## src/hw/rtl/kpbe_pkg.sv

```systemverilog
// ----------------------------------------------------------------------------
// kpbe_pkg
// Shared types, register indexes, reset values and helpers of the pitch and
// gyro bias estimator.
// ----------------------------------------------------------------------------
package kpbe_pkg;

  typedef struct packed {
    logic signed [31:0] gyro_rate_x;
    logic signed [15:0] accel_x;
    logic signed [15:0] accel_y;
    logic signed [15:0] accel_z;
    logic [23:0]        time_step;
  } kpbe_in_t;

  typedef struct packed {
    logic signed [31:0] pitch;
    logic signed [31:0] pitch_rate;
  } kpbe_out_t;

  localparam int REG_W = 47;
  localparam int MOP_W = 52;

  localparam logic [1:0] REG_ANGLE_NOISE   = 2'd0;
  localparam logic [1:0] REG_BIAS_NOISE    = 2'd1;
  localparam logic [1:0] REG_MEASURE_NOISE = 2'd2;

  localparam logic [REG_W-1:0] ANGLE_NOISE_RST   = 47'd109951163;
  localparam logic [REG_W-1:0] BIAS_NOISE_RST    = 47'd10995116;
  localparam logic [REG_W-1:0] MEASURE_NOISE_RST = 47'd32985348833;
  localparam logic signed [47:0] COV_RST         = 48'sd1099511628;

  // Arctangents of 2^-i with 30 fractional bits, truncated.
  localparam logic [31:0] ATAN_TAB [32] = '{
    32'h3243F6A8, 32'h1DAC6705, 32'h0FADBAFC, 32'h07F56EA6, 32'h03FEAB76,
    32'h01FFD55B, 32'h00FFFAAA, 32'h007FFF55, 32'h003FFFEA, 32'h001FFFFD,
    32'h000FFFFF, 32'h0007FFFF, 32'h0003FFFF, 32'h0001FFFF, 32'h0000FFFF,
    32'h00007FFF, 32'h00003FFF, 32'h00001FFF, 32'h00000FFF, 32'h000007FF,
    32'h000003FF, 32'h000001FF, 32'h000000FF, 32'h0000007F, 32'h0000003F,
    32'h0000001F, 32'h0000000F, 32'h00000008, 32'h00000004, 32'h00000002,
    32'h00000001, 32'h00000000};

  function automatic logic signed [31:0] sat32(input logic signed [52:0] v);
    logic signed [31:0] r;
    if (v > 53'sh7FFFFFFF) r = 32'sh7FFFFFFF;
    else if (v < -53'sh80000000) r = 32'sh80000000;
    else r = 32'(v);
    return r;
  endfunction

  function automatic logic signed [47:0] sat48(input logic signed [52:0] v);
    logic signed [47:0] r;
    if (v > 53'sh7FFFFFFFFFFF) r = 48'sh7FFFFFFFFFFF;
    else if (v < -53'sh800000000000) r = 48'sh800000000000;
    else r = 48'(v);
    return r;
  endfunction

endpackage

```

## src/hw/rtl/kpbe_div.sv

```systemverilog
// ----------------------------------------------------------------------------
// kpbe_div
// Restoring divider for the gains: num * 2^40 / den, one quotient bit per
// cycle, truncated toward zero and saturated to signed 48 bit.
// ----------------------------------------------------------------------------
module kpbe_div import kpbe_pkg::*; (
  input  logic               clk,
  input  logic               rst_n,
  input  logic               start,
  input  logic signed [47:0] num,
  input  logic signed [49:0] den,
  output logic               done,
  output logic signed [47:0] quo
);

  localparam int DVD_W = 88;
  localparam int CNT_W = $clog2(DVD_W);

  typedef enum logic [2:0] {
    DS_IDLE = 3'b001,
    DS_RUN  = 3'b010,
    DS_FIN  = 3'b100
  } dstate_t;

  dstate_t st_r, st_nxt;
  logic neg_r, done_r;
  logic [48:0] ud_r, rem_r, q_r;
  logic [DVD_W-1:0] dvd_r;
  logic [CNT_W-1:0] cnt_r;
  logic signed [47:0] quo_r;

  logic [49:0] r2, rsub, q2;
  logic ge;
  logic [47:0] un;
  logic [49:0] udm;
  logic [47:0] lim, qs;

  assign un  = num[47] ? 48'(-num) : 48'(num);
  assign udm = den[49] ? 50'(-den) : 50'(den);
  assign r2   = {rem_r, dvd_r[DVD_W-1]};
  assign ge   = r2 >= {1'b0, ud_r};
  assign rsub = r2 - {1'b0, ud_r};
  assign q2   = {q_r, ge};
  assign lim  = neg_r ? 48'h800000000000 : 48'h7FFFFFFFFFFF;
  assign qs   = (q_r > {1'b0, lim}) ? lim : q_r[47:0];

  always_comb begin
    st_nxt = st_r;
    unique case (st_r)
      DS_IDLE: if (start) st_nxt = DS_RUN;
      DS_RUN:  if (cnt_r == CNT_W'(DVD_W - 1)) st_nxt = DS_FIN;
      DS_FIN:  st_nxt = DS_IDLE;
      default: st_nxt = DS_IDLE;
    endcase
  end

  always_ff @(posedge clk) begin
    if (!rst_n) begin
      st_r   <= DS_IDLE;
      done_r <= 1'b0;
    end else begin
      st_r   <= st_nxt;
      done_r <= (st_r == DS_FIN);
    end
  end

  always_ff @(posedge clk) begin
    if (st_r == DS_IDLE && start) begin
      neg_r <= num[47] ^ den[49];
      ud_r  <= udm[48:0];
      dvd_r <= {un, 40'b0};
      rem_r <= '0;
      q_r   <= '0;
      cnt_r <= '0;
    end else if (st_r == DS_RUN) begin
      rem_r <= ge ? rsub[48:0] : r2[48:0];
      // The quotient sticks at 2^48 once it passes it; the final clamp is lower.
      q_r   <= (q2 > 50'h1000000000000) ? 49'h1000000000000 : q2[48:0];
      dvd_r <= dvd_r << 1;
      cnt_r <= cnt_r + 1'b1;
    end
    if (st_r == DS_FIN) begin
      if (ud_r == '0) quo_r <= '0;
      else quo_r <= neg_r ? -$signed(qs) : $signed(qs);
    end
  end

  assign done = done_r;
  assign quo  = quo_r;

endmodule

```

## config.mk

```make
export PLATFORM = sky130hd
export DESIGN_NAME = kpbe_div
export DESIGN_NICKNAME = d
export VERILOG_FILES = /design/src/hw/rtl/kpbe_pkg.sv /design/src/hw/rtl/kpbe_div.sv
export SDC_FILE = /design/constraint.sdc
export NUM_CORES = 1
export LEC_CHECK = 0
export BUFFER_PORTS_ARGS = -buffer_cell sky130_fd_sc_hd__buf_2
export CAP_MARGIN = 10
export CELL_PAD_IN_SITES_DETAIL_PLACEMENT = 1
export CELL_PAD_IN_SITES_GLOBAL_PLACEMENT = 1
export CORE_ASPECT_RATIO = 0.5
export CORE_MARGIN = 10
export CORE_UTILIZATION = 40
export DETAILED_ROUTE_END_ITERATION = 8
export PLACE_DENSITY_LB_ADDON = 0.1
export SYNTH_ARGS = -nofsm -noshare
export SYNTH_HDL_FRONTEND = slang
export SYNTH_SLANG_ARGS = --single-unit
```

## constraint.sdc

```tcl
create_clock -name clk -period 5.3 [get_ports clk]
set_input_delay 1.06 -clock clk [delete_from_list [all_inputs] [get_ports clk]]
set_output_delay 1.06 -clock clk [all_outputs]
set_load 0.01 [all_outputs]
```

### Word-level counts from Yosys, hierarchy flattened

Index checks and enable logic that the tools add are counted.

| word-level totals | value |
|---|---|
| input port bits | 101 |
| word-level logic and storage cells | 40 |
| register bits after elaboration | 255 |

| operators by class | value |
|---|---|
| reductions and logical operators | 4 |
| mux-type cells | 12 |
| order comparisons | 3 |
| $add $sub $neg | 5 |
| eq/ne operators | 6 |
| bitwise logic cells | 1 |

Operators by type and width:

| operator | number |
|---|---|
| $mux W48 | 4 |
| $mux W88 | 2 |
| $mux W49 | 3 |
| $neg A48 Y48 | 2 |
| $ge A50 B49 Y1 | 1 |
| $gt A50 B49 Y1 const B | 1 |
| $gt A49 B48 Y1 | 1 |
| $logic_not A49 Y1 | 1 |
| $neg A49 Y49 | 1 |
| $sub A49 B49 Y49 | 1 |
| $add A7 B1 Y7 const B | 1 |
| $eq A7 B7 Y1 const B | 1 |
| $mux W3 | 2 |
| $pmux W3 S2 | 1 |
| $ne A2 B2 Y1 const B | 2 |
| $eq A3 B1 Y1 const B | 1 |
| $eq A3 B2 Y1 const B | 1 |
| $eq A3 B3 Y1 const B | 1 |
| $reduce_and A2 Y1 | 1 |
| $reduce_bool A2 Y1 | 1 |
| $logic_and A1 B1 Y1 | 1 |
| $xor A1 B1 Y1 | 1 |

### Logic depth before layout (Yosys ltp)

| depth | value |
|---|---|
| word-level depth | 5 |
| depth in mapped cells | 22 |
| mapped depth without buffers | 18 |

### Least setup slack after synthesis

OpenSTA, ideal clock, no wires.

| timing path | value |
|---|---|
| kind | reg-to-reg |
| start point | register neg_r |
| end point | register quo_r[42] (netlist: quo[42]) (data pin) |
| stages on the path, launching flop included | 21 |
| path slack | 0.074 ns |
| required time | 5.120 ns |
| buffers on the path | 4 |
| library setup time | 0.180 ns |
| arrival | 5.046 ns |
| path through | edfxtp_1 -> inv_1 -> clkbuf_1 -> ha_1 -> nand4b_1 -> o21ai_0 -> a21oi_1 -> a32o_1 -> or2_2 -> clkbuf_1 -> clkbuf_1 -> buf_1 -> a21oi_1 -> ha_1 -> nand3_1 -> nor3_1 -> nand2_1 -> or4_1 -> nand3_1 -> o21ai_0 -> a221oi_1 |

| between the ends | value |
|---|---|
| longest elaborated chain between the ends | 5 |

RTL lines:

| item | RTL line | text |
|---|---|---|
| start, declared | kpbe_div.sv:26 | `logic neg_r, done_r;` |
| start signal, assigned | kpbe_div.sv:69 | `neg_r <= num[47] ^ den[49];` |
| $mux W48 | kpbe_div.sv:44 | `assign lim = neg_r ? 48'h800000000000 : 48'h7FFFFFFFFFFF;` |
| $gt A49 B48 Y1 | kpbe_div.sv:45 | `assign qs = (q_r > {1'b0, lim}) ? lim : q_r[47:0];` |
| $mux W48 | kpbe_div.sv:45 |  |
| $neg A48 Y48 | kpbe_div.sv:84 | `else quo_r <= neg_r ? -$signed(qs) : $signed(qs);` |
| $mux W48 (*) | kpbe_div.sv:84 |  |
| end signal, assigned | kpbe_div.sv:84 |  |
| end, declared | kpbe_div.sv:30 | `logic signed [47:0] quo_r;` |

Mark *: on every way between the ends. The rest lies on a longest branch, timed or not.
A chain may end at the register's enable or synchronous reset.

### Worst setup path in the final report

Ends and elaborated chain as after synthesis.

==> out/qor.yml <==
run_status: "complete, no violations"
avgSynthCellArea_um2: 9.01
hold_class: "register to register"
max_freq_ghz: 0.207
synth_area_um2: 16700
synthDominantCellAreaShare_pct: 26.3
antenna_found_initial: 8
rows: 52
cts_sinks: 255
die_width_um: 309
area_growth_pct: 14.4
cts_made_buffers: 28
layout.nets: 2161
ys_dominant_reg_cell: "edfxtp_1"
wl_per_cell_um: 20.1
drt_iter0_markers: 696
place.gp.congestion: 0.871
seq_area_frac_synth_pct: 39.4
rsz0062_at_grt: "no"
tritoncts: "built"
arrival_ns: 5.21
cp-end-kind: "register"
yosys.area.top_type: "edfxtp_1"
clock_path_buffers: 3
drive_above_1_share_pct: 13.3
path_clk_slew_ns: 0.06
cts_hold_buf: 0
power.leakage_nw: 7.91
syn_inst: 1848
portBuffers: 149
overflow: 0
synth_area_leaders: "edfxtp_1 26%, dfxtp_1 13%, ha_1 7.6%"
critical_path.max_stage_delay_ns: 0.54
grt_pass1_vias: 14700
via_per_inst: 5.73
grt_use_met3_pct: 3.64
crit_chain: "buf_4 -> buf_4 -> ha_1 -> a21o_1 -> a21o_1 -> a21oi_1 -> o21ai_0 -> a21oi_1 -> a32o_1 -> or2_2 -> buf_4 -> a21oi_1 -> ha_1 -> nand3_1 -> nor3_1 -> nand2_1 -> or4_1 -> nand3_1 -> o21ai_0 -> a221oi_1"
dpl.hpwl_um: 36800
slew-limit-headroom_pct: 29.8
path_max_fanout: 33
fin_crit_ns: 4.83
crit_required_ns: 5.68
skew_ns: 0.0155
synth.yosys.warnings: 0
critPathSlowestCell: "edfxtp_1"
synthArstFlopShare_pct: 0
grt_max_degree: 98
path_class: "register to register"
timing.final.crit_share_pct: 91.1
critical_path.startpoint_type: "register"
synth_nets: 2051
core_um2: 40800
power.total_w: 0.00522
grt_busiest_layer: "met2"
initial_core_util_pct: 40.8
final_max_slew_viol_count: 0
totalWireLength_um: 50700
remaining_drc_errors: 0
htreeDepth: 1
setup_viol: 0
ir_worst_vdd_mv: 0.218
synth_edf_count: 146
ys_types: 72
max_cap_viol_count: 0
use_met1_pct: 26.6
synth-seq-cells: 255
root_buffer: "clkbuf_16"
setup_tns_ns: 0
tightest_slew_ns: 1.05
grtUsageMet2_pct: 31.9
insertion_delay_ns: 0.57
ios: 150
first_pass_iters: 5
grt_pass1_wl_um: 80800
hold_viol: 0
cp_top_family: "simple AND/OR/NAND/NOR gates"
yosys-top-cells-count: "177 x nand2_1, 177 x o21ai_0, 146 x edfxtp_1"
crit_buf_inv: 3
dieArea_um2: 50700
gr-usage-all-layers_pct: 19.5
vias: 14500
ant_nets: 0
power.density_nw_per_um2: 274
die_h_um: 164
## tightest hold or removal path: stages, from the launching register on
cell	delay, ns
dfxtp_1	0.33
nand3_1	0.07
nand2_1	0.05
## flip-flops by register name (all words and copies together), names as in the netlist
name and flops:
dvd_r 48, st_r 3, rem_r 49, neg_r 1
cnt_r 7, done 1, quo 48, ud_r 49
q_r 49
## power by group
| part | switching, W | leakage, nW | internal, W |
|---|---|---|---|
| Combinational | 0.000442 | 5.13 | 0.000248 |
| Sequential | 0.0000543 | 2.25 | 0.00222 |
| Clock | 0.000881 | 0.524 | 0.00138 |
## timing repair
action                                  in CTS  in global routing
buffers inserted                             0                  4
gates resized for setup                      0                  0
endpoints found under the setup margin       0                  1
## per-layer routing
| layer | vias to the layer above | share of wire [%] | routed length (um) |
|---|---|---|---|
| met2 | 238 | 45 | 22800 |
| met1 | 7025 | 49 | 24700 |
| met4 | 4 | 1.7 | 868 |
| met5 | - | 0.057 | 29 |
| li1 | 7143 | - | - |
| met3 | 65 | 4.7 | 2390 |
## layout by cell type, fill, tap and decap left out, drive strengths merged, types with 10 or more instances in the layout
cell type	instances
a211oi	20
a21o	58
a21oi	107
a22o	52
a31oi	32
buf	183
clkbuf	42
dfxtp	109
edfxtp	146
ha	101
inv	80
mux2i	26
nand2	177
nand2b	18
nand3	59
nand3b	18
nand4	26
nor2	92
nor3	31
nor4	28
o21a	10
o21ai	183
o21bai	11
o31ai	37
o41ai	22
or2	11
or3	36
or4	31
xnor2	69
xor2	71
## kinds of logic (layout without fill, tap and decap cells)
| group | after synthesis | after routing | synth area share [%] |
|---|---|---|---|
| compound gates | 582 | 582 | 22.7 |
| other cells | 0 | 6 | 0 |
| mux | 27 | 27 | 1.63 |
| buf+inv | 182 | 314 | 4.15 |
| fa+ha+maj | 102 | 102 | 7.71 |
| simple gates | 560 | 560 | 17.0 |
| xor+xnor | 140 | 140 | 7.36 |
| flops | 255 | 255 | 39.4 |
## worst paths after layout
kind | end | slack [ns] | from | cells past startpoint
worst min-delay path | cnt_r[1] | 0.48 | cnt_r[1] | 2
worst max-delay path | quo[42] | 0.47 | neg_r | 20
worst min register to register | cnt_r[1] | 0.48 | cnt_r[1] | 2
worst max register to register | quo[42] | 0.47 | neg_r | 20
## through the flow
stage	hold slack, ns	instance area [um2]	setup slack, ns	util (%)	instances
final	0.482	19100	0.470	46.7	2526
after global routing	0.503	19100	0.128	46.7	2523
after CTS	0.487	19000	0.368	46.6	2516
after detailed placement	0.476	17900	0.364	44.0	2464
after global placement	0.464	17900	0.626	44.0	2464
after floorplan	0.448	16700	0.0743	-	1848
## cell type report
type                       instances  area, um2
antenna                            6       15.0
clock buffer                      42        910
sequential                       255       6570
tap                              540        676
inverter                          79        297
clock inverter                    10        155
fill                            4751      21700
timing repair buffer             183       1000
multi-input combinational       1411       9440
No activity file was read; power rests on OpenSTA's default activity.
