File: config.mk
export PLATFORM = sky130hd
export DESIGN_NAME = kpbe_mul
export DESIGN_NICKNAME = d
export VERILOG_FILES = /design/src/hw/rtl/kpbe_pkg.sv /design/src/hw/rtl/kpbe_mul.sv
export SDC_FILE = /design/constraint.sdc
export NUM_CORES = 2
export LEC_CHECK = 0
export BUFFER_PORTS_ARGS = -buffer_cell sky130_fd_sc_hd__buf_2
export CORE_AREA = 2 2 243 245
export DETAILED_ROUTE_END_ITERATION = 7
export DIE_AREA = 0 0 245 247
export PLACE_DENSITY = 0.95
export SETUP_SLACK_MARGIN = 0.4
export SYNTH_ARGS = -nofsm -noshare
export SYNTH_HDL_FRONTEND = slang
export SYNTH_SLANG_ARGS = --single-unit
File: constraint.sdc
create_clock -name clk -period 12.5 [get_ports clk]
set_clock_uncertainty 0.2 [all_clocks]
set_input_delay 0.625 -clock clk [delete_from_list [all_inputs] [get_ports clk]]
set_output_delay 0.625 -clock clk [all_outputs]
set_load 0.02 [all_outputs]
File: src/hw/rtl/kpbe_pkg.sv
// ----------------------------------------------------------------------------
// kpbe_pkg
// Shared types, register indexes, reset values and helpers of the pitch and
// gyro bias estimator.
// ----------------------------------------------------------------------------
package kpbe_pkg;

  typedef struct packed {
    logic signed [31:0] gyro_rate_x;
    logic signed [15:0] accel_x;
    logic signed [15:0] accel_y;
    logic signed [15:0] accel_z;
    logic [23:0]        time_step;
  } kpbe_in_t;

  typedef struct packed {
    logic signed [31:0] pitch;
    logic signed [31:0] pitch_rate;
  } kpbe_out_t;

  localparam int REG_W = 47;
  localparam int MOP_W = 52;

  localparam logic [1:0] REG_ANGLE_NOISE   = 2'd0;
  localparam logic [1:0] REG_BIAS_NOISE    = 2'd1;
  localparam logic [1:0] REG_MEASURE_NOISE = 2'd2;

  localparam logic [REG_W-1:0] ANGLE_NOISE_RST   = 47'd109951163;
  localparam logic [REG_W-1:0] BIAS_NOISE_RST    = 47'd10995116;
  localparam logic [REG_W-1:0] MEASURE_NOISE_RST = 47'd32985348833;
  localparam logic signed [47:0] COV_RST         = 48'sd1099511628;

  // Arctangents of 2^-i with 30 fractional bits, truncated.
  localparam logic [31:0] ATAN_TAB [32] = '{
    32'h3243F6A8, 32'h1DAC6705, 32'h0FADBAFC, 32'h07F56EA6, 32'h03FEAB76,
    32'h01FFD55B, 32'h00FFFAAA, 32'h007FFF55, 32'h003FFFEA, 32'h001FFFFD,
    32'h000FFFFF, 32'h0007FFFF, 32'h0003FFFF, 32'h0001FFFF, 32'h0000FFFF,
    32'h00007FFF, 32'h00003FFF, 32'h00001FFF, 32'h00000FFF, 32'h000007FF,
    32'h000003FF, 32'h000001FF, 32'h000000FF, 32'h0000007F, 32'h0000003F,
    32'h0000001F, 32'h0000000F, 32'h00000008, 32'h00000004, 32'h00000002,
    32'h00000001, 32'h00000000};

  function automatic logic signed [31:0] sat32(input logic signed [52:0] v);
    logic signed [31:0] r;
    if (v > 53'sh7FFFFFFF) r = 32'sh7FFFFFFF;
    else if (v < -53'sh80000000) r = 32'sh80000000;
    else r = 32'(v);
    return r;
  endfunction

  function automatic logic signed [47:0] sat48(input logic signed [52:0] v);
    logic signed [47:0] r;
    if (v > 53'sh7FFFFFFFFFFF) r = 48'sh7FFFFFFFFFFF;
    else if (v < -53'sh800000000000) r = 48'sh800000000000;
    else r = 48'(v);
    return r;
  endfunction

endpackage

File: src/hw/rtl/kpbe_mul.sv
// ----------------------------------------------------------------------------
// kpbe_mul
// Shared sign-magnitude multiplier: 13 bits of the second operand per cycle,
// then round to nearest (ties away from zero), shift and saturate to 48 bit.
// ----------------------------------------------------------------------------
module kpbe_mul import kpbe_pkg::*; (
  input  logic                    clk,
  input  logic                    rst_n,
  input  logic                    start,
  input  logic signed [MOP_W-1:0] op_a,
  input  logic signed [MOP_W-1:0] op_b,
  input  logic                    frac40,
  output logic                    done,
  output logic signed [47:0]      prod
);

  localparam int CH    = 13;
  localparam int NCH   = MOP_W / CH;
  localparam int ACC_W = 2 * MOP_W;
  localparam int CW    = $clog2(NCH);

  typedef enum logic [2:0] {
    MS_IDLE = 3'b001,
    MS_RUN  = 3'b010,
    MS_RND  = 3'b100
  } mstate_t;

  mstate_t st_r, st_nxt;
  logic [MOP_W-1:0] ua_r, ub_r;
  logic neg_r, f40_r, done_r;
  logic [ACC_W-1:0] acc_r;
  logic [CW-1:0] cnt_r;
  logic signed [47:0] prod_r;

  logic [MOP_W+CH-1:0] partial;
  logic [ACC_W-1:0] acc_nxt, sum, quo;
  logic [47:0] lim, qs;

  assign partial = ua_r * ub_r[MOP_W-1 -: CH];
  assign acc_nxt = (acc_r << CH) + ACC_W'(partial);
  assign sum = acc_r + (f40_r ? (ACC_W'(1) << 39) : (ACC_W'(1) << 23));
  assign quo = f40_r ? (sum >> 40) : (sum >> 24);
  assign lim = neg_r ? 48'h800000000000 : 48'h7FFFFFFFFFFF;
  assign qs  = (quo > ACC_W'(lim)) ? lim : quo[47:0];

  always_comb begin
    st_nxt = st_r;
    unique case (st_r)
      MS_IDLE: if (start) st_nxt = MS_RUN;
      MS_RUN:  if (cnt_r == CW'(NCH - 1)) st_nxt = MS_RND;
      MS_RND:  st_nxt = MS_IDLE;
      default: st_nxt = MS_IDLE;
    endcase
  end

  always_ff @(posedge clk) begin
    if (!rst_n) begin
      st_r   <= MS_IDLE;
      done_r <= 1'b0;
    end else begin
      st_r   <= st_nxt;
      done_r <= (st_r == MS_RND);
    end
  end

  always_ff @(posedge clk) begin
    if (st_r == MS_IDLE && start) begin
      ua_r  <= op_a[MOP_W-1] ? MOP_W'(-op_a) : MOP_W'(op_a);
      ub_r  <= op_b[MOP_W-1] ? MOP_W'(-op_b) : MOP_W'(op_b);
      neg_r <= op_a[MOP_W-1] ^ op_b[MOP_W-1];
      f40_r <= frac40;
      acc_r <= '0;
      cnt_r <= '0;
    end else if (st_r == MS_RUN) begin
      acc_r <= acc_nxt;
      ub_r  <= ub_r << CH;
      cnt_r <= cnt_r + 1'b1;
    end
    if (st_r == MS_RND) prod_r <= neg_r ? -$signed(qs) : $signed(qs);
  end

  assign done = done_r;
  assign prod = prod_r;

endmodule

# --- Yosys cells after proc, flatten, opt, wreduce, memory -nomap -nowiden ---
# Cells that the tools add are included.
classes:
  addsub: 6
  n_mul: 1
  magnitude_cmp: 1
  n_eq_ne: 6
  mux: 12
  bitwise: 1
  reduce_logical: 3
ops:
  columns: ["op", "count"]
  rows:
  - ["two-way mux 52 bit", 3]
  - ["two-way mux 48 bit", 3]
  - ["adder 104 x 40 -> 104 bit", 1]
  - ["adder 104 x 65 -> 104 bit", 1]
  - ["negator 52 bit", 2]
  - ["greater-than comparator 80 x 48 -> 1 bit", 1]
  - ["two-way mux 80 bit", 1]
  - ["multiplier 52 x 13 -> 65 bit", 1]
  - ["two-way mux 51 bit", 1]
  - ["negator 48 bit", 1]
  - ["two-way mux 40 bit", 1]
  - ["two-way mux 3 bit", 2]
  - ["case mux 3 bit (2 select lines)", 1]
  - ["inequality test 2 bit (second input constant)", 2]
  - ["== test 3 x 1 -> 1 bit (second input constant)", 1]
  - ["== test 3 x 2 -> 1 bit (second input constant)", 1]
  - ["== test 3 bit (second input constant)", 1]
  - ["adder 2 x 1 -> 2 bit (second input constant)", 1]
  - ["== test 2 bit (second input constant)", 1]
  - ["AND reduction 2 bit", 1]
  - ["nonzero test 2 bit", 1]
  - ["logical AND 1 bit", 1]
  - ["bitwise XOR 1 bit", 1]
totals:
  regBits: 264
  in_bits: 108
  elab_cells: 40

# --- Logic depth before layout (Yosys ltp) ---
logic_depth:
  depth_word: 7
  depth_mapped: 38
  ltp_nobuf: 30

# --- Worst setup path after synthesis ---
# OpenSTA, ideal clock, no wires.
synth_timing:
  path_kind: "register to register"
  start: "reg f40_r"
  end: "reg prod_r[26] (netlist: prod[26]), data pin"
  setup_ns: 0.261
  t_arrival_ns: 7.687
  required_time_ns: 12.039
  setup_slack_ns: 4.352
  path_stages_with_launch: 38
  path_cell_list: "edfxtp_1 > buf_2 > buf_1 > buf_1 > clkbuf_1 > clkbuf_1 > clkbuf_1 > nor2_1 > ha_1 > nand4_1 > nor3_4 > a21oi_2 > clkbuf_1 > clkbuf_1 > buf_1 > nor4_1 > xor2_1 > nor2_1 > (+2 left out) > and4_1 > nand4_1 > nor4_1 > nand4_1 > o21ba_2 > a211oi_1 > o21ai_0 > nor4_4 > buf_2 > nor2_1 > a21oi_1 > inv_1 > ha_1 > inv_1 > nor2_1 > a22oi_1 > nor3b_1 > nor3_1"
synth_via:
  elab_chain_cells: 7
synth_rtl:
  columns: ["element", "line_no", "source"]
  rows:
  - ["from (decl)", "kpbe_mul.sv:30", "logic neg_r, f40_r, done_r;"]
  - ["from (signal assigned)", "kpbe_mul.sv:71", "f40_r <= frac40;"]
  - ["two-way mux 40 bit", "kpbe_mul.sv:41", "assign sum = acc_r + (f40_r ? (ACC_W'(1) << 39) : (ACC_W'(1) << 23));"]
  - ["adder 104 x 40 -> 104 bit", "kpbe_mul.sv:41", null]
  - ["two-way mux 80 bit *", "kpbe_mul.sv:42", "assign quo = f40_r ? (sum >> 40) : (sum >> 24);"]
  - ["greater-than comparator 80 x 48 -> 1 bit", "kpbe_mul.sv:44", "assign qs = (quo > ACC_W'(lim)) ? lim : quo[47:0];"]
  - ["two-way mux 48 bit *", "kpbe_mul.sv:44", null]
  - ["named net qs[0]", "kpbe_mul.sv:37", "logic [47:0] lim, qs;"]
  - ["negator 48 bit *", "kpbe_mul.sv:79", "if (st_r == MS_RND) prod_r <= neg_r ? -$signed(qs) : $signed(qs);"]
  - ["two-way mux 48 bit *", "kpbe_mul.sv:79", null]
  - ["to (signal assigned)", "kpbe_mul.sv:79", null]
  - ["to (decl)", "kpbe_mul.sv:33", "logic signed [47:0] prod_r;"]
# Mark *: on every way through the listed nets, which the timed path passes. The rest lies on a longest branch.
# A chain may end at the register's enable or synchronous reset.

# --- Worst setup path in the final report ---
layout_timing:
  start: "reg ub_r[46]"
  end: "reg acc_r[89]"
layout_via:
  elab_chain_cells: 2
layout_rtl:
  columns: ["element", "line_no", "source"]
  rows:
  - ["from (decl)", "kpbe_mul.sv:29", "logic [MOP_W-1:0] ua_r, ub_r;"]
  - ["from (signal assigned)", "kpbe_mul.sv:69", "ub_r <= op_b[MOP_W-1] ? MOP_W'(-op_b) : MOP_W'(op_b);"]
  - ["from (signal assigned)", "kpbe_mul.sv:76", "ub_r <= ub_r << CH;"]
  - ["multiplier 52 x 13 -> 65 bit", "kpbe_mul.sv:39", "assign partial = ua_r * ub_r[MOP_W-1 -: CH];"]
  - ["adder 104 x 65 -> 104 bit", "kpbe_mul.sv:40", "assign acc_nxt = (acc_r << CH) + ACC_W'(partial);"]
  - ["to (signal assigned)", "kpbe_mul.sv:75", "acc_r <= acc_nxt;"]
  - ["to (decl)", "kpbe_mul.sv:31", "logic [ACC_W-1:0] acc_r;"]
# Every way passes these cells.

==> results.ini <==
[sta]
period_share_pct = 70.0
setup_viol = 0
tightest_slew_ps = 1200
grt_setup_unrepaired = no
fin_setup_tns_ps = 0
slew_violations = 0
hold_viol = 0
max_freq_ghz = 0.114
slew-limit-headroom_pct = 19.9
finalCriticalPeriod_ps = 8760

[synthesis]
ys_ff_latch = 264
yosysTopAreaCell = fa_1
yosysSeqAreaShare_pct = 16.9
synthFlopType = edfxtp_1
netlist.area_leader.share_pct = 30.0
synth_area_leaders = fa_1 (30%), edfxtp_1 (11%), nand2_1 (6.4%), inv_1 (5.8%), ha_1 (5.6%)
postSynthAreaPerCell_um2 = 8.67
mappedNetlistArea_mm2 = 0.0403
synth_common_cells = nand2_1 (683), inv_1 (627), fa_1 (604)
synth-edff-count = 154
syn_nets = 5541
syn_inst = 4650
yosys_warnings = 0
synth.most_common_cell = nand2_1
synth_cell_types = 91
async_reset_ff_share_pct = 0

[floorplan]
initial_core_util_pct = 69.2
num_rows = 89
die_w_um = 245
core_area_mm2 = 0.0582
die_h_um = 247
fp.dieArea_mm2 = 0.0605
pin_count = 157

[cts]
root_buffer = clkbuf_16
cts_max_level = 2
clock_latency_ps = 610
clk_path_buf_depth = 3
cts_setup_buffers = 0
cts_buffers = 35
tritoncts = built
clock-sinks = 264
path_clk_slew_ps = 70

[critical_path]
slowest_stage = buf_4
cp_max_fo = 52
rrSetupSlack_ps = 3740
required_ps = 12740
arrival_ps = 9000
path_class = reg2reg
cp-start-kind = flip-flop
slowest_delay_ps = 600
critPathCaptureType = flip-flop
worstPathCellList = buf_4 -> nand2_1 -> fa_1 -> inv_1 -> fa_1 -> fa_1 -> fa_1 -> fa_1 -> inv_1 -> fa_1 -> inv_1 -> ha_1 -> nand4_1 -> a211oi_1 -> a21boi_0 -> a21bo_2 -> a211oi_1 -> o21ai_0 -> o211ai_1 -> nand2_1 -> nor3_1 -> xnor2_1 -> o21ai_0
crit_top_cell = fa_1
r2r_cells = 23

[finish]
nets = 5471
drive_gt1_share_pct = 7.21
fin_util_pct = 72.7
syn_to_final_growth_pct = 5.10

[worst_hold_path]
hp-class = in2reg
hold_depth = 2

[routing]
vias_per_cell = 6.62
wl_um = 122000
first_pass_iters = 6
vias = 35600
wire_per_inst_um = 22.6
antenna_left = 0
drt_iter0_drc = 4715
drcViolationCount = 0

[global_routing]
grt_start_max_net_pins = 103
grt_pass1_wl_um = 195000
grt_usage_pct = 41.1
antenna_found_initial = 2
overflow = 0
grt_pass1_vias = 36600

[run]
maxCapViolations = 0

[outcome]
outcome = complete, no violations

[placement]
place_congestion = 1.04
port_buffers = 156
dpl.hpwl_um = 90900

[cell usage in the layout, fill, tap and decap left out, types with 35 or more instances in the layout]
cell       synthesis  layout
nor3_1            82      82
fa_1             604     604
nor4_1            43      43
edfxtp_1         154     154
a21o_1            71      71
clkbuf_16          0      35
o21ai_0          218     218
and3_1            37      37
xnor2_1          149     149
dfxtp_1          110     110
ha_1             179     179
buf_2             26     156
nor2_1           136     135
nand4_1           67      67
nand3_1          139     139
and2_1           282     282
xor2_1            97      97
buf_4              1      36
nand2_1          683     683
a21oi_1          144     143
inv_1            627     626
o31ai_1           44      44
[cell type report]
class	instances	area [µm²]
flip-flops and latches	264	6830
clock buffers	38	887
fillers	4037	15900
clock inverters	26	274
inverters	629	2360
diodes	1	2.50
multi-input cells	3457	30000
well taps	773	967
repair buffers	193	1060
[worst max-delay path: cells and delay by family, from the launching register on]
family | cells | cell delay, ps
AOI/OAI and AO/OA | 7 | 2070
DFF | 1 | 320
and+or+nand+nor | 4 | 1420
adders and majority gates | 7 | 3610
xor gates and xnor gates | 1 | 160
buffers and inverters | 4 | 760
[sequential cells by signal, summed over array words and instances (netlist names)]
register and flops:
f40_r 1, neg_r 1, st_r 3, done 1, ub_r 52, cnt_r 2
acc_r 104, ua_r 52, prod 48
[repair_timing]
action,CTS,global route
hold endpoints to repair,1,0
gates resized for setup,0,0
hold buffers,1,0
[final timing paths]
check,from,end
worst min-delay path,rst_n,st_r[1]$_SDFFE_PN0P_
worst max register to register,ub_r[46]$_DFFE_PP_,acc_r[89]$_SDFFE_PP0P_
worst max-delay path,ub_r[46]$_DFFE_PP_,acc_r[89]$_SDFFE_PP0P_
worst min register to register,cnt_r[1]$_SDFFE_PP0P_,cnt_r[1]$_SDFFE_PP0P_
[routing by layer]
metal / part of all wire [%] / vias up / GRT usage (%)
met3: 12 / 694 / 10.4
met5: 0.013 / - / 0
met1: 35 / 17100 / 50.7
li1: - / 15100 / -
met2: 47 / 2676 / 66.7
met4: 6.4 / 2 / 22.5
[stage by stage]
stage	worst slack [ps]	hold WS, ps	instances	cell area (µm²)
after floorplan	4350	232	4650	40300
after global placement	3930	245	5314	41200
after detailed placement	3800	259	5314	41200
after CTS	3780	69.9	5379	42400
after global routing	3480	82.7	5381	42400
final	3740	82.8	5381	42400
[kinds of logic (layout without fill, tap and decap cells)]
group           after synthesis  after routing  share of synthesized area [%]
compound gates              729            729                           11.6
xor+xnor                    246            246                           5.35
fa+ha+maj                   783            783                           35.6
buf+inv                     929            886                           8.74
flops                       264            264                           16.9
mux                          35             35                          0.891
other cells                   0              1                              0
simple gates               1664           1664                           20.9
Power is not shown: default switching activity piles up to over one toggle a cycle in this logic, so the estimate is an artifact.
