## config.mk

```make
export PLATFORM = sky130hd
export DESIGN_NAME = kpbe_cordic
export DESIGN_NICKNAME = d
export VERILOG_FILES = /design/src/hw/rtl/kpbe_pkg.sv /design/src/hw/rtl/kpbe_cordic.sv
export SDC_FILE = /design/constraint.sdc
export NUM_CORES = 2
export LEC_CHECK = 0
export BUFFER_PORTS_ARGS = -buffer_cell sky130_fd_sc_hd__buf_2
export CAP_MARGIN = 40
export CELL_PAD_IN_SITES_DETAIL_PLACEMENT = 0
export CELL_PAD_IN_SITES_GLOBAL_PLACEMENT = 2
export CORE_MARGIN = 2
export CORE_UTILIZATION = 38
export CTS_CLUSTER_DIAMETER = 150
export DETAILED_ROUTE_END_ITERATION = 16
export PLACE_DENSITY_LB_ADDON = 0.1
export SYNTH_ARGS = -nofsm -noshare
export SYNTH_HDL_FRONTEND = slang
export SYNTH_SLANG_ARGS = --single-unit
export TNS_END_PERCENT = 10
```

## constraint.sdc

```tcl
create_clock -name clk -period 9.3 [get_ports clk]
set_clock_uncertainty 0.05 [all_clocks]
set_input_delay 0 -clock clk [delete_from_list [all_inputs] [get_ports clk]]
set_output_delay 0 -clock clk [all_outputs]
set_load 0.02 [all_outputs]
```

## src/hw/rtl/kpbe_pkg.sv

```systemverilog
// ----------------------------------------------------------------------------
// kpbe_pkg
// Shared types, register indexes, reset values and helpers of the pitch and
// gyro bias estimator.
// ----------------------------------------------------------------------------
package kpbe_pkg;

  typedef struct packed {
    logic signed [31:0] gyro_rate_x;
    logic signed [15:0] accel_x;
    logic signed [15:0] accel_y;
    logic signed [15:0] accel_z;
    logic [23:0]        time_step;
  } kpbe_in_t;

  typedef struct packed {
    logic signed [31:0] pitch;
    logic signed [31:0] pitch_rate;
  } kpbe_out_t;

  localparam int REG_W = 47;
  localparam int MOP_W = 52;

  localparam logic [1:0] REG_ANGLE_NOISE   = 2'd0;
  localparam logic [1:0] REG_BIAS_NOISE    = 2'd1;
  localparam logic [1:0] REG_MEASURE_NOISE = 2'd2;

  localparam logic [REG_W-1:0] ANGLE_NOISE_RST   = 47'd109951163;
  localparam logic [REG_W-1:0] BIAS_NOISE_RST    = 47'd10995116;
  localparam logic [REG_W-1:0] MEASURE_NOISE_RST = 47'd32985348833;
  localparam logic signed [47:0] COV_RST         = 48'sd1099511628;

  // Arctangents of 2^-i with 30 fractional bits, truncated.
  localparam logic [31:0] ATAN_TAB [32] = '{
    32'h3243F6A8, 32'h1DAC6705, 32'h0FADBAFC, 32'h07F56EA6, 32'h03FEAB76,
    32'h01FFD55B, 32'h00FFFAAA, 32'h007FFF55, 32'h003FFFEA, 32'h001FFFFD,
    32'h000FFFFF, 32'h0007FFFF, 32'h0003FFFF, 32'h0001FFFF, 32'h0000FFFF,
    32'h00007FFF, 32'h00003FFF, 32'h00001FFF, 32'h00000FFF, 32'h000007FF,
    32'h000003FF, 32'h000001FF, 32'h000000FF, 32'h0000007F, 32'h0000003F,
    32'h0000001F, 32'h0000000F, 32'h00000008, 32'h00000004, 32'h00000002,
    32'h00000001, 32'h00000000};

  function automatic logic signed [31:0] sat32(input logic signed [52:0] v);
    logic signed [31:0] r;
    if (v > 53'sh7FFFFFFF) r = 32'sh7FFFFFFF;
    else if (v < -53'sh80000000) r = 32'sh80000000;
    else r = 32'(v);
    return r;
  endfunction

  function automatic logic signed [47:0] sat48(input logic signed [52:0] v);
    logic signed [47:0] r;
    if (v > 53'sh7FFFFFFFFFFF) r = 48'sh7FFFFFFFFFFF;
    else if (v < -53'sh800000000000) r = 48'sh800000000000;
    else r = 48'(v);
    return r;
  endfunction

endpackage

```

## src/hw/rtl/kpbe_cordic.sv

```systemverilog
// ----------------------------------------------------------------------------
// kpbe_cordic
// Accelerometer pitch: sum of squares, bit-pair square root and a vectoring
// CORDIC giving atan2(-accel_x, sqrt(accel_y^2 + accel_z^2)) in Q16.16.
// ----------------------------------------------------------------------------
module kpbe_cordic import kpbe_pkg::*; #(
  parameter int STEPS = 24
) (
  input  logic               clk,
  input  logic               rst_n,
  input  logic               start,
  input  logic signed [15:0] accel_x,
  input  logic signed [15:0] accel_y,
  input  logic signed [15:0] accel_z,
  output logic               done,
  output logic signed [31:0] meas
);

  localparam int CW = (STEPS > 1) ? $clog2(STEPS) : 1;

  typedef enum logic [5:0] {
    CS_IDLE = 6'b000001,
    CS_SQA  = 6'b000010,
    CS_SQB  = 6'b000100,
    CS_ROOT = 6'b001000,
    CS_ROT  = 6'b010000,
    CS_FIN  = 6'b100000
  } cstate_t;

  cstate_t st_r, st_nxt;
  logic done_r, zero_r;
  logic signed [15:0] ax_r, ay_r, az_r;
  logic [31:0] sq_r;
  logic [47:0] v_r, res_r, bit_r;
  logic signed [27:0] x_r, y_r;
  logic signed [33:0] z_r;
  logic [CW-1:0] cnt_r;
  logic signed [31:0] meas_r;

  logic signed [31:0] prod;
  logic [47:0] t, res_nxt;
  logic fits;
  logic signed [27:0] dx, dy;
  logic signed [33:0] at, zr;

  assign prod    = (st_r == CS_SQA) ? ay_r * ay_r : az_r * az_r;
  assign t       = res_r + bit_r;
  assign fits    = v_r >= t;
  assign res_nxt = fits ? ((res_r >> 1) + bit_r) : (res_r >> 1);
  assign dx      = y_r >>> cnt_r;
  assign dy      = x_r >>> cnt_r;
  assign at      = $signed({2'b00, ATAN_TAB[5'(cnt_r)]});
  assign zr      = (z_r + 34'sd8192) >>> 14;

  always_comb begin
    st_nxt = st_r;
    unique case (st_r)
      CS_IDLE: if (start) st_nxt = CS_SQA;
      CS_SQA:  st_nxt = CS_SQB;
      CS_SQB:  st_nxt = CS_ROOT;
      CS_ROOT: if (bit_r[0]) st_nxt = CS_ROT;
      CS_ROT:  if (cnt_r == CW'(STEPS - 1)) st_nxt = CS_FIN;
      CS_FIN:  st_nxt = CS_IDLE;
      default: st_nxt = CS_IDLE;
    endcase
  end

  always_ff @(posedge clk) begin
    if (!rst_n) begin
      st_r   <= CS_IDLE;
      done_r <= 1'b0;
    end else begin
      st_r <= st_nxt;
      if (st_r == CS_IDLE && start) done_r <= 1'b0;
      else if (st_r == CS_FIN) done_r <= 1'b1;
    end
  end

  always_ff @(posedge clk) begin
    unique case (st_r)
      CS_IDLE: begin
        ax_r <= accel_x;
        ay_r <= accel_y;
        az_r <= accel_z;
      end
      CS_SQA: sq_r <= 32'(prod);
      CS_SQB: begin
        v_r   <= {sq_r + 32'(prod), 16'b0};
        res_r <= '0;
        bit_r <= 48'h1 << 46;
      end
      CS_ROOT: begin
        if (fits) v_r <= v_r - t;
        res_r <= res_nxt;
        bit_r <= bit_r >> 2;
        if (bit_r[0]) begin
          x_r    <= 28'(res_nxt);
          y_r    <= -($signed({{12{ax_r[15]}}, ax_r}) <<< 8);
          z_r    <= '0;
          cnt_r  <= '0;
          zero_r <= (res_nxt == '0) && (ax_r == '0);
        end
      end
      CS_ROT: begin
        // Rotate toward y = 0; a positive y turns the vector down.
        if (y_r > 0) begin
          x_r <= x_r + dx;
          y_r <= y_r - dy;
          z_r <= z_r + at;
        end else begin
          x_r <= x_r - dx;
          y_r <= y_r + dy;
          z_r <= z_r - at;
        end
        cnt_r <= cnt_r + 1'b1;
      end
      CS_FIN: meas_r <= zero_r ? '0 : 32'(zr);
      default: ;
    endcase
  end

  assign done = done_r;
  assign meas = meas_r;

endmodule
```

# Word-level counts from Yosys, hierarchy flattened
# Memories as Yosys holds them, arrays and structs flattened.
# Cells that the tools add are included.
[totals] ff_bits=347 mem_bits_ro=1024 in_bits=51 out_inout_bits=33 word_cells=83 memories=1
[memory_table] memory="(name not given)" words=32 width=32 rd=1 rd_clocked_by_memory_dff=0 write_ports=0 line="kpbe_cordic.sv:52" source="assign at = $signed({2'b00, ATAN_TAB[5'(cnt_r)]});"
[op_classes] add_sub_neg=13 n_mul=2 order_cmp=3 n_eq_ne=11 shift=2 mux=23 bitwise_logic=2 n_reduce_logical=11
[ops] op="$pmux W48 S2" count=3
[ops] op="$mux W28" count=4
[ops] op="$pmux W28 S2" count=2
[ops] op="$mux W32" count=3
[ops] op="$mux W48" count=2
[ops] op="$mux W34" count=2
[ops] op="$pmux W34 S2" count=1
[ops] op="$mul A16 B16 Y32" count=2
[ops] op="$add A28 B28 Y28" count=2
[ops] op="$sshr A28 B5 Y28" count=2
[ops] op="$sub A28 B28 Y28" count=2
[ops] op="$add A47 B48 Y48" count=1
[ops] op="$add A48 B48 Y48" count=1
[ops] op="$ge A48 B48 Y1" count=1
[ops] op="$logic_not A48 Y1" count=1
[ops] op="$sub A48 B48 Y48" count=1
[ops] op="$add A34 B15 Y34 const B" count=1
[ops] op="$add A34 B33 Y34" count=1
[ops] op="$sub A34 B33 Y34" count=1
[ops] op="$add A32 B32 Y32" count=1
[ops] op="$pmux W6 S5" count=1
[ops] op="$gt A28 B1 Y1 const B" count=1
[ops] op="$neg A24 Y28" count=1
[ops] op="$mux W6" count=3
[ops] op="other kinds (20)" count=27

# Longest topological paths before layout
[logic_depth] ltp_word=7 ltp_mapped=38 mapped_depth_nobuf=37

# Worst setup path before layout
# Ideal clock, no wire load.
[synth_timing] path_type="reg-to-reg" from="reg res_r[2]" to="reg v_r[0] (enable)" setup_time_ps=520 arrival_ps=8675 required_time_ps=8730 slack_ps=54 stages_incl_launch_ff=24 n_path_buf=3 synth_period_minus_slack_ps=9246 path_cell_list="edfxtp_1 ha_1 a21oi_1 o21bai_1 a31oi_1 o31ai_1 a21boi_0 o31ai_1 a21oi_1 o31ai_1 a31oi_1 nor4b_1 a311oi_1 ha_1 nand2_1 o21ai_0 a211oi_1 o31a_1 nand2b_1 buf_1 nand2_1 clkbuf_1 buf_1 o21ai_0"
[synth_between] elab_chain_len=4
[synth_rtl] item="from (decl)" line="kpbe_cordic.sv:34" source="logic [47:0] v_r, res_r, bit_r;"
[synth_rtl] item="from (signal assigned)" line="kpbe_cordic.sv:94" source="res_r <= res_nxt;"
[synth_rtl] item="$add A48 B48 Y48" line="kpbe_cordic.sv:47" source="assign t = res_r + bit_r;"
[synth_rtl] item="$ge A48 B48 Y1" line="kpbe_cordic.sv:48" source="assign fits = v_r >= t;"
[synth_rtl] item="$ne A2 B2 Y1 (no line)"
[synth_rtl] item="$reduce_and A2 Y1 (no line)"
[synth_rtl] item="to (signal assigned)" line="kpbe_cordic.sv:88" source="v_r <= {sq_r + 32'(prod), 16'b0};"
[synth_rtl] item="to (signal assigned)" line="kpbe_cordic.sv:93" source="if (fits) v_r <= v_r - t;"
[synth_rtl] item="to (decl)" line="kpbe_cordic.sv:34"
# Every way passes these cells.
# A chain may end at the register's enable or synchronous reset.

# Worst setup path in the final report
[layout_timing] from="reg ay_r[9]" to="reg v_r[47] (data pin)"
[layout_between] elab_chain_len=4
[layout_rtl] item="from (decl)" line="kpbe_cordic.sv:32" source="logic signed [15:0] ax_r, ay_r, az_r;"
[layout_rtl] item="from (signal assigned)" line="kpbe_cordic.sv:83" source="ay_r <= accel_y;"
[layout_rtl] item="$mul A16 B16 Y32" line="kpbe_cordic.sv:46" source="assign prod = (st_r == CS_SQA) ? ay_r * ay_r : az_r * az_r;"
[layout_rtl] item="$mux W32" line="kpbe_cordic.sv:46"
[layout_rtl] item="named net prod[22]" line="kpbe_cordic.sv:40" source="logic signed [31:0] prod;"
[layout_rtl] item="$add A32 B32 Y32" line="kpbe_cordic.sv:88"
[layout_rtl] item="$pmux W48 S2" line="kpbe_cordic.sv:80" source="unique case (st_r)"
# The timed path passes the listed nets, and every way through them passes these cells.

==> run_results.csv <==
group,metric,value,unit
outcome,status,"finished, final reports clean",
cells_and_area,fillerInstances,12660,
die,core_area,125400,µm²
clocking,cts_tree,"yes",
yosys,synth.avg_cell_area,9.069,µm²
critical_path,crit_path_top_delay_cell,"fa_1",
critical_path,arrival,9140,ps
timing,max_freq,0.1132,GHz
critical_path,rr_worst_depth,34,
clocking,cts_buffers,49,
placed_design,place_congestion,0.8579,
yosys,ys_seq_elements,322,
detailed_routing,wirelength,145600,µm
yosys,synthArstFlopShare,0,%
worst_hold_path,whs_path_depth,2,
detailed_routing,first_iter_violations,2171,
global_route,overflow,0,
timing,finalSetupViolations,0,
timing,period_needed,8830,ps
cells_and_area,diodes,0,
cells_and_area,multi_input_area,34790,µm²
die,num_rows,130,
clocking,htreeDepth,2,
yosys,synth_area_leaders,"fa_1, edfxtp_1, ha_1, inv_1, xnor2_1",
timing,tightestPinTransition,955.6,ps
placed_design,dp_hpwl,116500,µm
critical_path,cp_common_cell,"fa_1",
timing,rsz0062_at_grt,"no",
yosys,ys_seq_area_share,20.00,%
placed_design,port_buffers,83,
clocking,path_clk_slew,50,ps
clocking,cts_sinks,322,
timing,slew_violations,0,
global_route,grt_max_degree,75,
timing,fin_crit_sh,94.95,%
critical_path,crit_fanout,5,
cells_and_area,area_delta_synth_final,11.47,%
critical_path,critPathLaunchType,"flop",
detailed_routing,wl_per_cell,20.39,µm
run,maxCapViolations,0,
detailed_routing,ant_nets,0,
cells_and_area,nNetsFinal,6386,
yosys,yosysMostFrequentCell,"inv_1",
detailed_routing,vias_per_cell,5.361,
die,fp.dieArea,129200,µm²
yosys,yosysWarningCount,0,
critical_path,cp_slowest_stage_delay,560,ps
timing,setup_tns,0,ps
yosys,synth_nets,6227,
critical_path,critical_path_class,"reg2reg",
global_route,grtUsageTotal,22.54,%
clocking,cts_root_buf,"clkbuf_16",
yosys,synthesis.area,47990,µm²
yosys,ys.flop_type,"edfxtp_1",
yosys,synthDistinctLibCells,99,
timing,maxSlewHeadroom,35.80,%
yosys,yosys-top-cells-count,"inv_1, fa_1, nand2_1, nor2_1, ha_1",
clocking,clk_latency,680,ps
critical_path,cp_data_required_time,9610,ps
die,io_pins,84,
critical_path,end_kind,"flop",
detailed_routing,dr.pass1.iters,6,
yosys,netlist.area_leader.share,20.06,%
detailed_routing,route.vias.total,38280,
cells_and_area,seqCellArea,9599,µm²
die,die_w,359.4,µm
yosys,post_synth_inst_count,5292,
worst_hold_path,hp-class,"in2reg",
cells_and_area,final_layout_size_suffix_gt1_share,8.215,%
global_route,grt_first_pass_wirelength,230300,µm
detailed_routing,drc,0,
global_route,grt_pass1_vias,39680,
die,start_util,38.27,%
timing,hold_violations,0,
critical_path,r2r_slack,470,ps
clocking,cts_buffer_depth,3,
die,die_h,359.4,µm
yosys,yosys.area.top_type,"fa_1",
yosys,synth_enable_flop_cells,315,
global_route,antenna_found_initial,2,
## metal layers
metal  wire [µm]  vias up  global-route usage (%)
li1            -    18500                       -
met1       66760    18930                   30.25
met2       70030      665                   38.70
met3        4554      179                   2.172
met4        4205        2                   6.114
met5           9        -                       0
## metrics by stage
step	hold WS (ps)	util (%)	worst slack [ps]	std cells	cell area, µm²
5_1_grt	26.32	42.66	16.75	7140	53500
3_5_place_dp	128.1	40.34	118.8	6950	50590
6_report	42.31	42.66	469.8	7140	53500
2_1_floorplan	48.87	-	54.49	5292	47990
3_3_place_gp	126.9	40.23	202.9	6939	50450
4_1_cts	1.301	42.42	98.55	7126	53200
## flip-flops by register name, summed over array words and instances (netlist names)
signal  cells
res_r      48
v_r        48
z_r        34
sq_r       31
x_r        28
y_r        28
bit_r      24
meas       20
ax_r       16
ay_r       16
az_r       16
st_r        6
cnt_r       5
done        1
zero_r      1
## critical path, delay by kind of cell, from the launching register on
kind,cells,cell delay (ps)
AOI/OAI and AO/OA,14,2980
xor gates and xnor gates,3,710
adders and majority gates,8,3600
buffers and inverters,4,350
DFF,1,440
and+or+nand+nor,5,440
## repair_timing
item,4_1_cts,5_1_grt
buffers inserted,0,14
hold endpoints to repair,55,0
resized for setup,0,42
hold buffers,86,0
endpoints found under the setup margin,0,6
## final timing paths
path / start / end
worst min register to register: bit_r[6] / bit_r[4]
worst max register to register: ay_r[9] / v_r[47]
worst max-delay path: ay_r[9] / v_r[47]
worst min-delay path: accel_z[8] / az_r[8]
## layout by cell type, fill, tap and decap left out, types with 88 or more instances in the layout
cell and count:
xnor2_1 214, edfxtp_1 315, nand2_1 436, a21oi_1 319, a21o_1 107, o21ai_0 282, nor2_1 408, fa_1 481
ha_1 400, buf_2 88, and2_1 128, xor2_1 178, inv_1 727, buf_4 131
## area by class of cell
cell class	instances	share of cell area, %
repair buffers	318	4.703
multi-input cells	4022	65.03
inverters	738	5.201
clock inverters	31	0.8653
clock buffers	59	2.400
flip-flops and latches	322	17.94
well taps	1650	3.859
## cell families after synthesis
kind of cell / Yosys count / share of synthesized area (%)
buffers and inverters: 948 / 7.926
XOR/XNOR: 393 / 7.172
adder cells (fa/ha/maj): 884 / 30.57
multiplexers: 125 / 4.588
flip-flops: 322 / 20.00
AND/OR/NAND/NOR: 1468 / 14.66
AO/OA/AOI/OAI: 1152 / 15.08
Power is left out: the tool's default activity adds up to more than one toggle a clock period on the data nets, which glitch-free logic cannot reach.
